[src/rtl/core/gbs_pkg.sv]
`timescale 1ns / 1ps

package gbs_pkg;

  // One detection box as it is held in the kept table.
  typedef struct packed {
    logic signed [15:0] x;
    logic signed [15:0] y;
    logic [14:0]        w;
    logic [14:0]        h;
    logic [6:0]         label;
  } box_t;

  // Register byte addresses on the configuration port.
  localparam logic [2:0] ADDR_IOU_THRESHOLD  = 3'd0;
  localparam logic [2:0] ADDR_CLASS_AGNOSTIC = 3'd4;

  localparam logic [15:0] IOU_THRESHOLD_RESET = 16'd29491;

  // Cycles from a comparison issue to its registered suppress flag.
  localparam int unsigned CMP_LATENCY = 5;

endpackage

[src/rtl/core/gbs_iou_cmp.sv]
`timescale 1ns / 1ps

// Pipelined IoU test: flags inter * 65536 > threshold * union.
module gbs_iou_cmp (
  input  logic          clk_i,
  input  logic          rst_ni,
  input  logic          valid_i,
  input  gbs_pkg::box_t a_i,
  input  gbs_pkg::box_t b_i,
  input  logic [29:0]   area_a_i,
  input  logic [15:0]   thr_i,
  output logic          hit_o
);

  // Stage 1: overlap lengths on each axis.
  logic signed [16:0] ax0, ax1, bx0, bx1, ay0, ay1, by0, by1;
  logic signed [16:0] lo_x, hi_x, lo_y, hi_y;
  logic signed [17:0] dx, dy;
  logic               apart_x, apart_y;

  always_comb begin
    ax0 = 17'(a_i.x);
    bx0 = 17'(b_i.x);
    ay0 = 17'(a_i.y);
    by0 = 17'(b_i.y);
    ax1 = ax0 + $signed({2'b00, a_i.w});
    bx1 = bx0 + $signed({2'b00, b_i.w});
    ay1 = ay0 + $signed({2'b00, a_i.h});
    by1 = by0 + $signed({2'b00, b_i.h});
    apart_x = (ax0 > bx1) || (ax1 < bx0);
    apart_y = (ay0 > by1) || (ay1 < by0);
    lo_x = (ax0 > bx0) ? ax0 : bx0;
    hi_x = (ax1 < bx1) ? ax1 : bx1;
    lo_y = (ay0 > by0) ? ay0 : by0;
    hi_y = (ay1 < by1) ? ay1 : by1;
    dx = 18'(hi_x) - 18'(lo_x);
    dy = 18'(hi_y) - 18'(lo_y);
  end

  logic        v1_q, v2_q, v3_q, v4_q, hit_q;
  logic        ov1_q;
  logic [14:0] ow1_q, oh1_q, bw1_q, bh1_q;
  logic [29:0] inter2_q, areab2_q;
  logic [29:0] inter3_q;
  logic [30:0] uni3_q;
  logic [29:0] inter4_q;
  logic [46:0] prod4_q;
  logic        nz4_q;

  always_ff @(posedge clk_i or negedge rst_ni) begin
    if (!rst_ni) begin
      v1_q  <= 1'b0;
      v2_q  <= 1'b0;
      v3_q  <= 1'b0;
      v4_q  <= 1'b0;
      hit_q <= 1'b0;
    end else begin
      v1_q  <= valid_i;
      v2_q  <= v1_q;
      v3_q  <= v2_q;
      v4_q  <= v3_q;
      hit_q <= v4_q && nz4_q && ({inter4_q, 16'd0} > {1'b0, prod4_q});
    end
  end

  always_ff @(posedge clk_i) begin
    ov1_q    <= !apart_x && !apart_y && (dx != 18'd0) && (dy != 18'd0);
    ow1_q    <= dx[14:0];
    oh1_q    <= dy[14:0];
    bw1_q    <= b_i.w;
    bh1_q    <= b_i.h;
    inter2_q <= ov1_q ? (30'(ow1_q) * 30'(oh1_q)) : 30'd0;
    areab2_q <= 30'(bw1_q) * 30'(bh1_q);
    uni3_q   <= 31'(area_a_i) + 31'(areab2_q) - 31'(inter2_q);
    inter3_q <= inter2_q;
    prod4_q  <= 47'(thr_i) * 47'(uni3_q);
    nz4_q    <= (uni3_q != 31'd0);
    inter4_q <= inter3_q;
  end

  assign hit_o = hit_q;

endmodule

[config.mk]
export PLATFORM = sky130hd
export DESIGN_NAME = gbs_iou_cmp
export DESIGN_NICKNAME = d
export VERILOG_FILES = /design/src/rtl/core/gbs_pkg.sv /design/src/rtl/core/gbs_iou_cmp.sv
export SDC_FILE = /design/constraint.sdc
export NUM_CORES = 2
export LEC_CHECK = 0
export ABC_AREA = 1
export BUFFER_PORTS_ARGS = -buffer_cell sky130_fd_sc_hd__buf_2
export CAP_MARGIN = 15
export CORE_MARGIN = 1.5
export CORE_UTILIZATION = 55
export CTS_CLUSTER_SIZE = 8
export DETAILED_ROUTE_END_ITERATION = 8
export PLACE_DENSITY_LB_ADDON = 0.25
export SYNTH_ARGS = -nofsm -noshare
export SYNTH_HDL_FRONTEND = slang
export SYNTH_SLANG_ARGS = --single-unit
[constraint.sdc]
create_clock -name clk_i -period 14.58 [get_ports clk_i]
set_input_delay 2.916 -clock clk_i [delete_from_list [all_inputs] [get_ports clk_i]]
set_output_delay 2.916 -clock clk_i [all_outputs]
set_load 0.005 [all_outputs]
==> qor.yml <==
setup_path:
  reg2reg_slack_ps: 7700
  cp_top_family: "simple AND/OR/NAND/NOR gates"
  cp_slowest_cell: "nand2_1"
  cp_data_required_time_ps: 15010
  r2r_end: "prod4_q[46]$_DFF_P_"
  cp_common_cell: "nand2_1"
  crit_type: "in -> reg"
  cp-end-kind: "flop"
  r2r-start: "uni3_q[9]$_DFF_P_"
  startpoint_type: "input pin"
  cpPeakStageDelay_ps: 630
  worst-path-buf-inv: 3
  critPathArrivalTime_ps: 9530
  reg2reg_depth: 21
  crit_fanout: 31
yosys:
  synth_area_mm2: 0.04800
  synth_top_area_share: 0.3228
  syn-num-nets: 7765
  yosys-top-cells-area: "fa_1 32%, ha_1 15%, nand2_1 12%, inv_1 12%, dfxtp_1 11%"
  yosysTopAreaCell: "fa_1"
  async_flop_share: 0.01887
  syn_inst: 6217
  ys_ff_latch: 265
  seq_area_frac_synth: 0.1110
  yosys_warnings: 0
  ys_types: 48
  yosysMostFrequentCell: "nand2_1"
  yosys_most_used_dff: "dfxtp_1"
  yosys-top-cells-count: "1,581 x nand2_1, 1,509 x inv_1, 774 x fa_1"
  avgSynthCellArea_um2: 7.721
  synth-edff-count: 0
timing:
  fmax_mhz: 109.8
  tightest_slew_ps: 1113
  clock_skew_ps: 25.58
  relSlewSlack: 0.2568
  fin_crit_sh: 0.6245
  min_period_ps: 9105
  fin_setup_tns_ps: 0
  slew_viol_final: 0
  setup_viol: 0
  hold_violations: 0
  rsz0062_at_grt: "false"
floorplanning:
  die_area_mm2: 0.08906
  dieHeight_um: 298.4
  die_w_um: 298.4
  boundaryPins: 188
  row_count: 108
  core_mm2: 0.08662
  start_util: 0.5542
global_routing:
  grtUsageTotal: 0.2868
  grt_pass1_vias: 40840
  grt_start_max_net_pins: 33
  grt_remaining_overflow: 0
  grt_pass1_wl_um: 205900
  antenna_found_initial: 4
clock_network:
  cts_tree: "built"
  cts-hold-fix-buffers: 0
  cts.repair.resized: 0
  clk_pin_slew_ps: 70
  cts.sinks: 265
  clock_path_buffers: 3
  cts_root_buffer: "clkbuf_16"
  cts-htree-levels: 2
  cts_buffers: 39
  postCtsSetupRepairBufs: 0
  worstSkewPairLatency_ps: 550
placement:
  dp.cells: 7375
  dp.final_hpwl_um: 104400
  io_buffers: 173
  place.gp.congestion: 0.9428
worst_hold_path:
  hold_class: "reg -> reg"
  min_from: "inter3_q[28]$_DFF_P_"
  hold-path-endpoint: "inter4_q[28]$_DFF_P_"
  hold_path_depth: 0
route:
  ant_nets: 0
  wire_per_inst_um: 16.67
  viasPerCell: 5.269
  drt_iter0_drc: 2450
  num_vias: 39120
  wl_um: 123700
  drc: 0
  first_pass_iters: 6
layout:
  multi_input_area_mm2: 0.03627
  layoutNonFillerInstCount: 7424
  n_fill_cell: 7978
  drive_above_1_share: 0.04244
  finish.net_count: 7809
  seq_area_mm2: 0.005330
  area_growth_pct: 5.823
status:
  outcome: "finished, final reports clean"
run:
  max_cap_violations: 0
[sequential cells by signal, summed over array words and instances, names as in the netlist, 15 cells and up]
name / cells
inter2_q: 30
uni3_q: 31
oh1_q: 15
inter4_q: 30
areab2_q: 30
ow1_q: 15
bh1_q: 15
inter3_q: 30
prod4_q: 47
bw1_q: 15
[cells in the final DEF, fill, tap and decap left out, types with 3 or more instances in the layout]
| cell type | instances |
|---|---|
| a21o_1 | 20 |
| o21bai_1 | 23 |
| o31ai_1 | 12 |
| o211ai_1 | 8 |
| nor2_1 | 213 |
| dfrtp_1 | 5 |
| o21a_1 | 25 |
| inv_1 | 1509 |
| a21oi_1 | 297 |
| nand4_1 | 60 |
| xnor2_1 | 65 |
| nand3b_1 | 9 |
| or2_2 | 5 |
| o21ai_0 | 182 |
| nand2_1 | 1581 |
| o221ai_1 | 4 |
| nand3_2 | 11 |
| a211oi_1 | 7 |
| clkbuf_16 | 39 |
| a221oi_1 | 5 |
| o221a_2 | 3 |
| nand3_1 | 153 |
| buf_4 | 17 |
| xor2_1 | 99 |
| nor4_1 | 18 |
| ha_1 | 587 |
| buf_2 | 173 |
| nor3_1 | 33 |
| fa_1 | 774 |
| dfxtp_1 | 260 |
| a31oi_1 | 22 |
| clkbuf_1 | 4 |
| nand2_2 | 10 |
| a21boi_0 | 14 |
[per-layer routing]
metal / global-route usage / vias up / wire [µm]
met4: 0.09886 / 4 / 4441
li1: - / 18810 / -
met1: 0.3538 / 18910 / 49670
met5: 0 / - / 30
met2: 0.5184 / 1155 / 61980
met3: 0.03192 / 244 / 7609
[final cells by class]
class,count,area share
Multi-Input combinational cell,4254,0.7141
Inverter,1511,0.1117
Sequential cell,265,0.1049
Tap cell,1155,0.02845
Clock buffer,44,0.01978
Timing Repair Buffer,190,0.01956
Clock inverter,4,0.001478
Antenna cell,1,0.00004926
[how the worst max path moves through the flow]
stage,depth (start not counted),endpoint,start
after floorplan,24,prod4_q[43]$_DFF_P_,thr_i[1]
after detailed placement,38,ov1_q$_DFF_P_,b_i[7]
after CTS,38,ov1_q$_DFF_P_,b_i[7]
after global placement,38,ov1_q$_DFF_P_,b_i[7]
after global routing,38,ov1_q$_DFF_P_,b_i[37]
final,38,ov1_q$_DFF_P_,b_i[37]
[metrics by stage]
stage	utilization	setup slack [ps]	area, µm²	hold slack (ps)
2_1_floorplan	-	6427	48000	309.6
3_3_place_gp	0.5740	5067	49720	312.4
3_5_place_dp	0.5740	5005	49720	312.1
4_1_cts	0.5864	5565	50800	324.6
5_1_grt	0.5865	4939	50800	319.7
6_report	0.5865	5475	50800	322.6
[cells by family after synthesis]
family	Yosys count	synth area share
AOI/OAI and AO/OA	629	0.07348
xor gates and xnor gates	164	0.02992
adders and majority gates	1361	0.4758
buffers and inverters	1698	0.1333
DFF	265	0.1110
and+or+nand+nor	2100	0.1765
Power is left out: the tool's default activity adds up to more than one toggle a clock period on the data nets, which glitch-free logic cannot reach.
