--- src/rtl/core/gbs_pkg.sv ---
`timescale 1ns / 1ps

package gbs_pkg;

  // One detection box as it is held in the kept table.
  typedef struct packed {
    logic signed [15:0] x;
    logic signed [15:0] y;
    logic [14:0]        w;
    logic [14:0]        h;
    logic [6:0]         label;
  } box_t;

  // Register byte addresses on the configuration port.
  localparam logic [2:0] ADDR_IOU_THRESHOLD  = 3'd0;
  localparam logic [2:0] ADDR_CLASS_AGNOSTIC = 3'd4;

  localparam logic [15:0] IOU_THRESHOLD_RESET = 16'd29491;

  // Cycles from a comparison issue to its registered suppress flag.
  localparam int unsigned CMP_LATENCY = 5;

endpackage

--- src/rtl/core/gbs_cell.sv ---
`timescale 1ns / 1ps

// One entry of the kept table; entries rotate around the ring.
module gbs_cell (
  input  logic          clk_i,
  input  logic          shift_i,
  input  gbs_pkg::box_t nbr_i,
  input  logic          wr_i,
  input  gbs_pkg::box_t wr_box_i,
  output gbs_pkg::box_t box_o
);

  gbs_pkg::box_t box_q;

  always_ff @(posedge clk_i) begin
    if (wr_i) begin
      box_q <= wr_box_i;
    end else if (shift_i) begin
      box_q <= nbr_i;
    end
  end

  assign box_o = box_q;

endmodule

--- config.mk ---
export PLATFORM = sky130hd
export DESIGN_NAME = gbs_cell
export DESIGN_NICKNAME = d
export VERILOG_FILES = /design/src/rtl/core/gbs_pkg.sv /design/src/rtl/core/gbs_cell.sv
export SDC_FILE = /design/constraint.sdc
export NUM_CORES = 1
export LEC_CHECK = 0
export ABC_CLOCK_PERIOD_IN_PS = 2660
export BUFFER_PORTS_ARGS = -buffer_cell sky130_fd_sc_hd__clkbuf_2
export CAP_MARGIN = 25
export CORE_ASPECT_RATIO = 0.75
export CORE_MARGIN = 2
export CORE_UTILIZATION = 38
export CTS_CLUSTER_SIZE = 8
export DETAILED_ROUTE_END_ITERATION = 10
export GPL_TIMING_DRIVEN = 0
export PLACE_DENSITY_LB_ADDON = 0.3
export RECOVER_POWER = 100
export SETUP_SLACK_MARGIN = 0.1
export SLEW_MARGIN = 20
export SYNTH_ARGS = -nofsm -noshare
export SYNTH_HDL_FRONTEND = slang
export SYNTH_SLANG_ARGS = --single-unit
--- constraint.sdc ---
create_clock -name clk_i -period 2.66 [get_ports clk_i]
set_input_delay 0.266 -clock clk_i [delete_from_list [all_inputs] [get_ports clk_i]]
set_output_delay 0.266 -clock clk_i [all_outputs]
set_load 0.05 [all_outputs]
==> results.md, run 1 <==
* Largest net degree at the start of global routing at 37
* Result of the run: complete, no violations
* Vias in the first global route at 2238
* CTS Buf Count at 9
* Hold Path Class: input port to flop
* Fmax at 573 MHz
* Syn_nets at 288
* Peak per-stage delay on the critical path at 0.56 ns
* Critical path class: input port to flop
* Chip height at 84.3 um
* Setup TNS at 0 ns
* WL per Instance at 15.1 um
* M2 GR Usage at 25.2%
* Hold_buf cts at 0
* Grt peak-use layer: met2
* Clk pwr share at 35.1%
* Main combinational cell family by area after synthesis: multiplexers
* Mapped cell area at 3270 um^2
* Core area at 8420 um^2
* Max FO, Critical Path at 36
* Final nets at 508
* NetSw at 0.00101 W
* CTS tree: built
* Slowest cell on crit path: or2_4
* FP Rows at 29
* P&R area growth vs syn at 32.5%
* Syn Area/Cell at 22.2 um^2
* Post-Synth XOR/XNOR Area at 0%
* Layout cell share with drive strength beyond 1 at 43.8%
* Root buffer cell: clkbuf_16
* Synth Area in Compound Gates at 0%
* Leak at 1.84 nW
* IO buf count at 208
* Met3 Track Usage GR at 6.14%
* Crit path time final at 1.75 ns
* Post-CTS sizing at 0
* Slew @ Worst Pin at 0.671 ns
* Setup WS pre-CTS at 0.930 ns
* Netlist cell types at 5
* #FFs+latches synth at 69
* Clock buffer depth at 2
* Simple-gate portion of the synthesized area at 0.192%
* Crit end category: flop
* Register area share after synthesis at 63.4%
* Drt pass-1 iters at 4
* Setup Fix Bufs, Post-CTS at 0
* ANT nets after route at 0
* Hold Fails Final Rpt at 0
* Initial antenna violation count at 0
* Ys Warns at 0
* Switching share of power at 31.2%
* Post-Syn Instances at 147
* Post-DR vias/cell at 4.39
* Io pins at 210
* Total chip power at 0.00325 W
* Dpl hpwl at 5620 um
* Sequential Power Share at 42.1%
* Crit path cell chain: buf_6 > clkbuf_1 > or2_4 > buf_12
* WL final at 7230 um
* Arrival @ worst endpoint at 1.76 ns
* Met1 Usage GRT at 18.5%
* Die Span X at 111 um
* GRT Util Overall at 15.3%
* Final worst slack at 0.914 ns
* Max Cap Viol at 0
* Worst Path Required at 2.67 ns
* Synth Area in Adders at 0%
* Comb pwr share at 22.8%
* Synth top area share at 63.4%
* Slew headroom at 55.2%
* Initial Utilization at 38.8%
* Cell Int Power at 0.00224 W
* Period utilisation layout at 65.6%
* Startpoint types: input port
* Number of diodes at 0
* Largest register FFs at 69
* Worst-path clk slew at 0.05 ns
* Pwr dens at 752 nW/um^2
* Largest cells by area after synthesis: edfxtp_1 63%, mux2_4 32%, buf_12 4.3%, buf_6 0.34%, or2_1 0.19%
* RSZ-0062 raised after global routing: no
* First-pass GRT wire length at 11000 um
* Slew Viols, Final at 0
* H-tree levels at 3
* # setup viols final at 0
* VDD IR max at 0.000364 V
* RePlAce Congestion at 0.763
* Vias at 2106
* Multiplexer share of the synthesized area at 31.7%
* Global route total overflow at 0
* Total clock sinks at 69
* Synth area leader: edfxtp_1
* # DRC at 0
* Initial DRC count at 40
* Die area at 9360 um^2
[metal layers]
metal / wire, um / vias up / share of wire, %
met5: 0 / - / 0
met4: 101 / 0 / 1.4
met3: 716 / 12 / 9.9
met2: 3370 / 140 / 47
met1: 3040 / 937 / 42
li1: - / 1017 / -
[critical path: cells and delay by family]
family	cells	cell delay (ns)
buffers and inverters	3	0.90
and+or+nand+nor	1	0.56
[stage by stage]
| step | hold slack, ns | util (%) | cell area [um^2] | cells |
|---|---|---|---|---|
| floorplan | 0.483 | - | 3270 | 147 |
| global placement | 0.568 | 52.8 | 4440 | 463 |
| detailed placement | 0.570 | 53.0 | 4460 | 464 |
| CTS | 0.230 | 56.5 | 4750 | 480 |
| global route | 0.218 | 51.4 | 4330 | 480 |
| finish | 0.233 | 51.4 | 4330 | 480 |
[cell usage in the layout, fill, tap and decap left out]
cell        count
bufinv_16       1
clkbuf_16       9
or2_4           1
clkinvlp_4      2
clkinv_1        3
mux2_1         61
clkbuf_1       76
buf_6           1
buf_12          1
mux2_4          8
edfxtp_1       69
inv_6           1
clkbuf_2      139
[cells in the mapped netlist]
cell,instances
buf_6,1
mux2_4,69
or2_1,1
edfxtp_1,69
buf_12,7
[final cells by class]
cell class                      count  area, um^2
Buffer                              8        37.5
Clock inverter                      7        65.1
Fill cell                         817        4090
Sequential cell                    69        2070
Multi-Input combinational cell     70         816
Timing Repair Buffer              209         975
Clock buffer                        9         225
Tap cell                          108         135
[kinds of logic after synthesis]
logic type             Yosys count
buffers and inverters            8
muxes                           69
DFF                             69
and+or+nand+nor                  1
[power by group through the flow]
stage | Sequential [W] | Clock (W) | Combinational (W)
final | 0.00137 | 0.00114 | 0.000742
after global routing | 0.00138 | 0.00123 | 0.000779
after CTS | 0.00137 | 0.00118 | 0.000872
after detailed placement | 0.00139 | 0 | 0.000870
after global placement | 0.00139 | 0 | 0.000859
after floorplan | 0.00182 | 0 | 0.000197
[worst paths after layout]
check | depth (start not counted) | to | slack [ns] | start
worst max-delay path | 4 | box_o[52] | 0.91 | wr_i
worst min-delay path | 2 | box_o[37] | 0.23 | nbr_i[37]
Power figures use the tool's default switching activity.
==> run 2: changes to the inputs <==
- ABC_CLOCK_PERIOD_IN_PS: 2660 -> 1750
- CORE_UTILIZATION: 38 -> 43
- clock period: 2.66 -> 1.75 ns (I/O delays scaled with it)
==> results.md, run 2 (synthesis results as in run 1) <==
* Die area at 8310 um^2 (-11%)
* Slew headroom at 38.3% (-17 points)
* Period utilisation layout at 76.6%
* RSZ-0062 raised after global routing: no
* Hold Path Class: input port to flop
* Slowest cell on crit path: clkbuf_1
* Initial DRC count at 62 (+55%)
* Setup TNS at 0 ns (unchanged)
* Cell Count Post-Placement at 456 (-1.7%)
* Root buffer cell: clkbuf_8
* Fmax at 746 MHz
* Most common cell after layout, fill and taps aside: clkbuf_2
* Vias at 2085 (-1.0%)
* WL per Instance at 14.9 um (-0.68%)
* Largest net degree at the start of global routing at 70 (+89%)
* Dpl hpwl at 5440 um (-3.1%)
* Setup Fix Bufs, Post-CTS at 0 (unchanged)
* Clock buffer depth at 2 (unchanged)
* Initial Utilization at 44.3% (+5.5 points)
* Buffers & Inverters on Critical Path at 1 (-2)
* Post-DR vias/cell at 4.42 (+0.68%)
* Worst Path Required at 1.57 ns (-1.10 ns)
* Worst-path clk slew at 0.07 ns (+0.02 ns)
* Slew Viols, Final at 0 (unchanged)
* Global route total overflow at 0 (unchanged)
* Stages on worst setup path at 1 (-3)
* Pwr dens at 1110 nW/um^2 (+48%)
* WL final at 7060 um (-2.3%)
* CTS Buf Count at 9 (unchanged)
* Final nets at 507 (-0.20%)
* Io pins at 210 (unchanged)
* FP Rows at 27 (-6.9%)
* Largest register FFs at 69 (unchanged)
* Max Cap Viol at 0 (unchanged)
* Largest delay contributor family on the critical path: buffers and inverters
* H-tree levels at 3 (unchanged)
* # DRC at 0 (unchanged)
* Hold Fails Final Rpt at 0 (unchanged)
* VDD IR max at 0.000563 V (+55%)
* Chip height at 79.5 um (-5.7%)
* Total clock sinks at 69 (unchanged)
* First-pass GRT wire length at 10700 um (-2.8%)
* Layout cell share with drive strength beyond 1 at 44.2% (+0.39 points)
* Final worst slack at 0.410 ns (-0.504 ns)
* Crit path cell chain: clkbuf_1
* Core area at 7360 um^2 (-13%)
* Result of the run: complete, no violations
* IO buf count at 208 (unchanged)
* RePlAce Congestion at 0.783 (+2.6%)
* Number of diodes at 0 (unchanged)
* Post-CTS sizing at 0 (unchanged)
* Setup WS pre-CTS at 0.0320 ns (-0.898 ns)
* Crit end category: output port
* Die Span X at 105 um (-5.8%)
* Critical path class: flop to output port
* Leak at 1.82 nW (-1.0%)
* # setup viols final at 0 (unchanged)
* Initial antenna violation count at 0 (unchanged)
* WHS Path Cells at 2 (unchanged)
* Vias in the first global route at 2218 (-0.89%)
* Slew @ Worst Pin at 0.925 ns (+0.254 ns)
* P&R area growth vs syn at 30.5%
* Drt pass-1 iters at 3 (-1)
* Arrival @ worst endpoint at 1.17 ns (-0.59 ns)
* Crit path time final at 1.34 ns
* Most frequent cells in the layout: 139 x clkbuf_2, 76 x clkbuf_1, 69 x edfxtp_1
* Peak per-stage delay on the critical path at 0.49 ns (-0.07 ns)
* GRT Util Overall at 17.0% (+1.7 points)
* Hold_buf cts at 0 (unchanged)
* Max FO, Critical Path at 1 (-97%)
* Non-filler cells, final at 472 (-1.7%)
* Tightest hold margin at 0.124 ns (-0.109 ns)
* CTS tree: built
* Startpoint types: flop
* ANT nets after route at 0 (unchanged)
## run 2: cell count changes in the layout (fill, tap and decap cells not counted)
| cell | change |
|---|---|
| bufinv_16 | +2 |
| clkbuf_16 | -9 |
| clkbuf_8 | +9 |
| clkinv_1 | -2 |
| clkinv_4 | +2 |
| clkinvlp_4 | -2 |
| inv_6 | -1 |
## run 2: final timing paths
path | from | to | slack, ns
min | nbr_i[29] | box_o[29] | 0.12
max | box_o[68] | box_o[68] | 0.41
## run 2: cell type report
type	count	area, um^2
well taps	101	126
flip-flops and latches	69	2070
fillers	716	3100
multi-input cells	70	816
repair buffers	208	955
plain buffers	8	53.8
clock buffers	10	128
clock inverters	6	111
## run 2: metal layers
metal	vias up	share of wire (%)	track usage, %
met5	-	0	0
met4	0	2.1	7.20
met3	12	9.6	6.78
met2	125	50	29.8
met1	934	38	18.5
li1	1014	-	-
## run 2: stage by stage
step	instance area [um^2]	total power (W)	util [%]
CTS	4670	0.00497	63.5
floorplan	3270	0.00306	-
detailed placement	4440	0.00343	60.2
global route	4260	0.00491	57.9
finish	4260	0.00473	57.9
global placement	4440	0.00341	60.2
## run 2: where the power goes
part / internal [W] / total (W) / switching, W
Sequential: 0.00203 / 0.00207 / 0.0000452
Combinational: 0.000278 / 0.00113 / 0.000848
Clock: 0.000947 / 0.00153 / 0.000586
Total: 0.00325 / 0.00473 / 0.00148
==> run 3: changes to the inputs <==
- ABC_CLOCK_PERIOD_IN_PS: 1750 -> 1400
- clock period: 1.75 -> 1.4 ns (I/O delays scaled with it)
==> results.md, run 3 (synthesis results as in run 1) <==
* Crit path time final at 1.26 ns
* Worst-path clk slew at 0.08 ns (about the same)
* Critical path class: flop to output port
* Worst Path Required at 1.26 ns (-0.31 ns)
* Post-route cell area at 4310 um^2 (+1.1%)
* CTS tree: built
* Clock buffer depth at 2 (unchanged)
* First-pass GRT wire length at 10500 um (-1.9%)
* Slew headroom at 45.2% (+6.8 points)
* Number of diodes at 0 (unchanged)
* Switching share of power at 33.0% (+1.8 points)
* Slowest cell on crit path: clkbuf_1
* Placed Area at 4440 um^2 (+0.20%)
* Initial DRC count at 44 (-29%)
* Vias at 2088 (+0.14%)
* WL final at 7300 um (+3.5%)
* Slew @ Worst Pin at 0.823 ns (-0.103 ns)
* Largest register FFs at 69 (unchanged)
* Initial Utilization at 44.3% (unchanged)
* Initial antenna violation count at 0 (unchanged)
* Comb pwr share at 26.2% (+2.4 points)
* Layout Utilization at 58.5% (+0.63 points)
* Pwr dens at 1300 nW/um^2 (+17%)
* Io pins at 210 (unchanged)
* Die area at 8310 um^2 (unchanged)
* Fmax at 797 MHz
* Sequential Power Share at 46.3% (+2.5 points)
* Crit. Startpoint: box_o[57]
* Hold_buf cts at 0 (unchanged)
* Dpl hpwl at 5590 um (+2.7%)
* Cell Int Power at 0.00375 W (+15%)
* Post-DR vias/cell at 4.41 (about the same)
* Period utilisation layout at 89.7%
* Max FO, Critical Path at 1 (unchanged)
* Core area at 7360 um^2 (unchanged)
* Drt pass-1 iters at 3 (unchanged)
* Most frequent cells in the layout: 205 x clkbuf_2, 69 x edfxtp_1, 61 x mux2_1
* NetSw at 0.00185 W (+25%)
* GRT Util Overall at 17.1% (+0.12 points)
* Leak at 1.99 nW (+9.4%)
* Max Cap Viol at 0 (unchanged)
* Final nets at 508 (+0.20%)
* Cell Count Post-Placement at 456 (unchanged)
* Post-CTS sizing at 0 (unchanged)
* Crit end category: output port
* Most common cell after layout, fill and taps aside: clkbuf_2
* # DRC at 0 (unchanged)
* CTS Buf Count at 9 (unchanged)
* ANT nets after route at 0 (unchanged)
* # setup viols final at 0 (unchanged)
* Hold Path Class: input port to flop
* Setup TNS at 0 ns (unchanged)
* Chip height at 79.5 um (unchanged)
* Slew Viols, Final at 0 (unchanged)
* Crit path cell chain: clkbuf_1
* Buffers & Inverters on Critical Path at 1 (unchanged)
* Non-filler cells, final at 473 (+0.21%)
* H-tree levels at 3 (unchanged)
* Total clock sinks at 69 (unchanged)
* Result of the run: complete, no violations
* FP Rows at 27 (unchanged)
* Die Span X at 105 um (unchanged)
* P&R area growth vs syn at 31.9%
* Peak per-stage delay on the critical path at 0.46 ns (-0.03 ns)
* Largest delay contributor family on the critical path: buffers and inverters
* IO buf count at 208 (unchanged)
* Setup Fix Bufs, Post-CTS at 0 (unchanged)
* Global route total overflow at 0 (unchanged)
* Clk pwr share at 27.4% (-5.0 points)
* WL per Instance at 15.4 um (+3.3%)
* Startpoint types: flop
* Layout cell share with drive strength beyond 1 at 62.4% (+18 points)
* VDD IR max at 0.000539 V (-4.2%)
* Arrival @ worst endpoint at 1.12 ns (-0.05 ns)
* Largest net degree at the start of global routing at 70 (unchanged)
* Hold Fails Final Rpt at 0 (unchanged)
* Hold Path Origin: nbr_i[4]
* Vias in the first global route at 2119 (-4.5%)
* RSZ-0062 raised after global routing: no
* Root buffer cell: clkbuf_8
* RePlAce Congestion at 0.737 (-5.9%)
-- run 3: path summary, 6_finish.rpt --
check,endpoint,cells past startpoint,slack (ns)
worst max-delay path,box_o[57],1,0.14
worst min-delay path,box_o[4],2,0.08
-- run 3: per-layer routing --
layer,part of all wire (%),vias to the layer above,GRT usage [%]
li1,-,1020,-
met1,37,932,17.4
met2,50,120,29.8
met3,11,16,8.33
met4,2.3,0,8.13
met5,0,-,0
-- run 3: power groups by stage --
stage | Clock (W) | Sequential, W | Combinational [W]
floorplan | 0 | 0.00345 | 0.000380
global route | 0.00167 | 0.00262 | 0.00154
CTS | 0.00159 | 0.00260 | 0.00165
detailed placement | 0 | 0.00265 | 0.00165
global placement | 0 | 0.00263 | 0.00163
finish | 0.00154 | 0.00259 | 0.00147
-- run 3: stage by stage --
| stage | hold WS, ns | setup slack (ns) | power [W] |
|---|---|---|---|
| 5_1_grt | 0.0694 | 0.109 | 0.00582 |
| 2_1_floorplan | 0.357 | 0.0335 | 0.00383 |
| 3_5_place_dp | 0.444 | -0.211 | 0.00429 |
| 6_report | 0.0812 | 0.145 | 0.00560 |
| 3_3_place_gp | 0.441 | -0.185 | 0.00427 |
| 4_1_cts | 0.0773 | 0.155 | 0.00584 |
-- run 3: final cells by class --
type / count / area [um^2]
multi-input combinational: 71 / 820
timing repair buffer: 208 / 1040
clock inverter: 7 / 66.3
clock buffer: 9 / 124
sequential: 69 / 2070
buffer: 8 / 62.6
tap: 101 / 126
fill: 692 / 3060
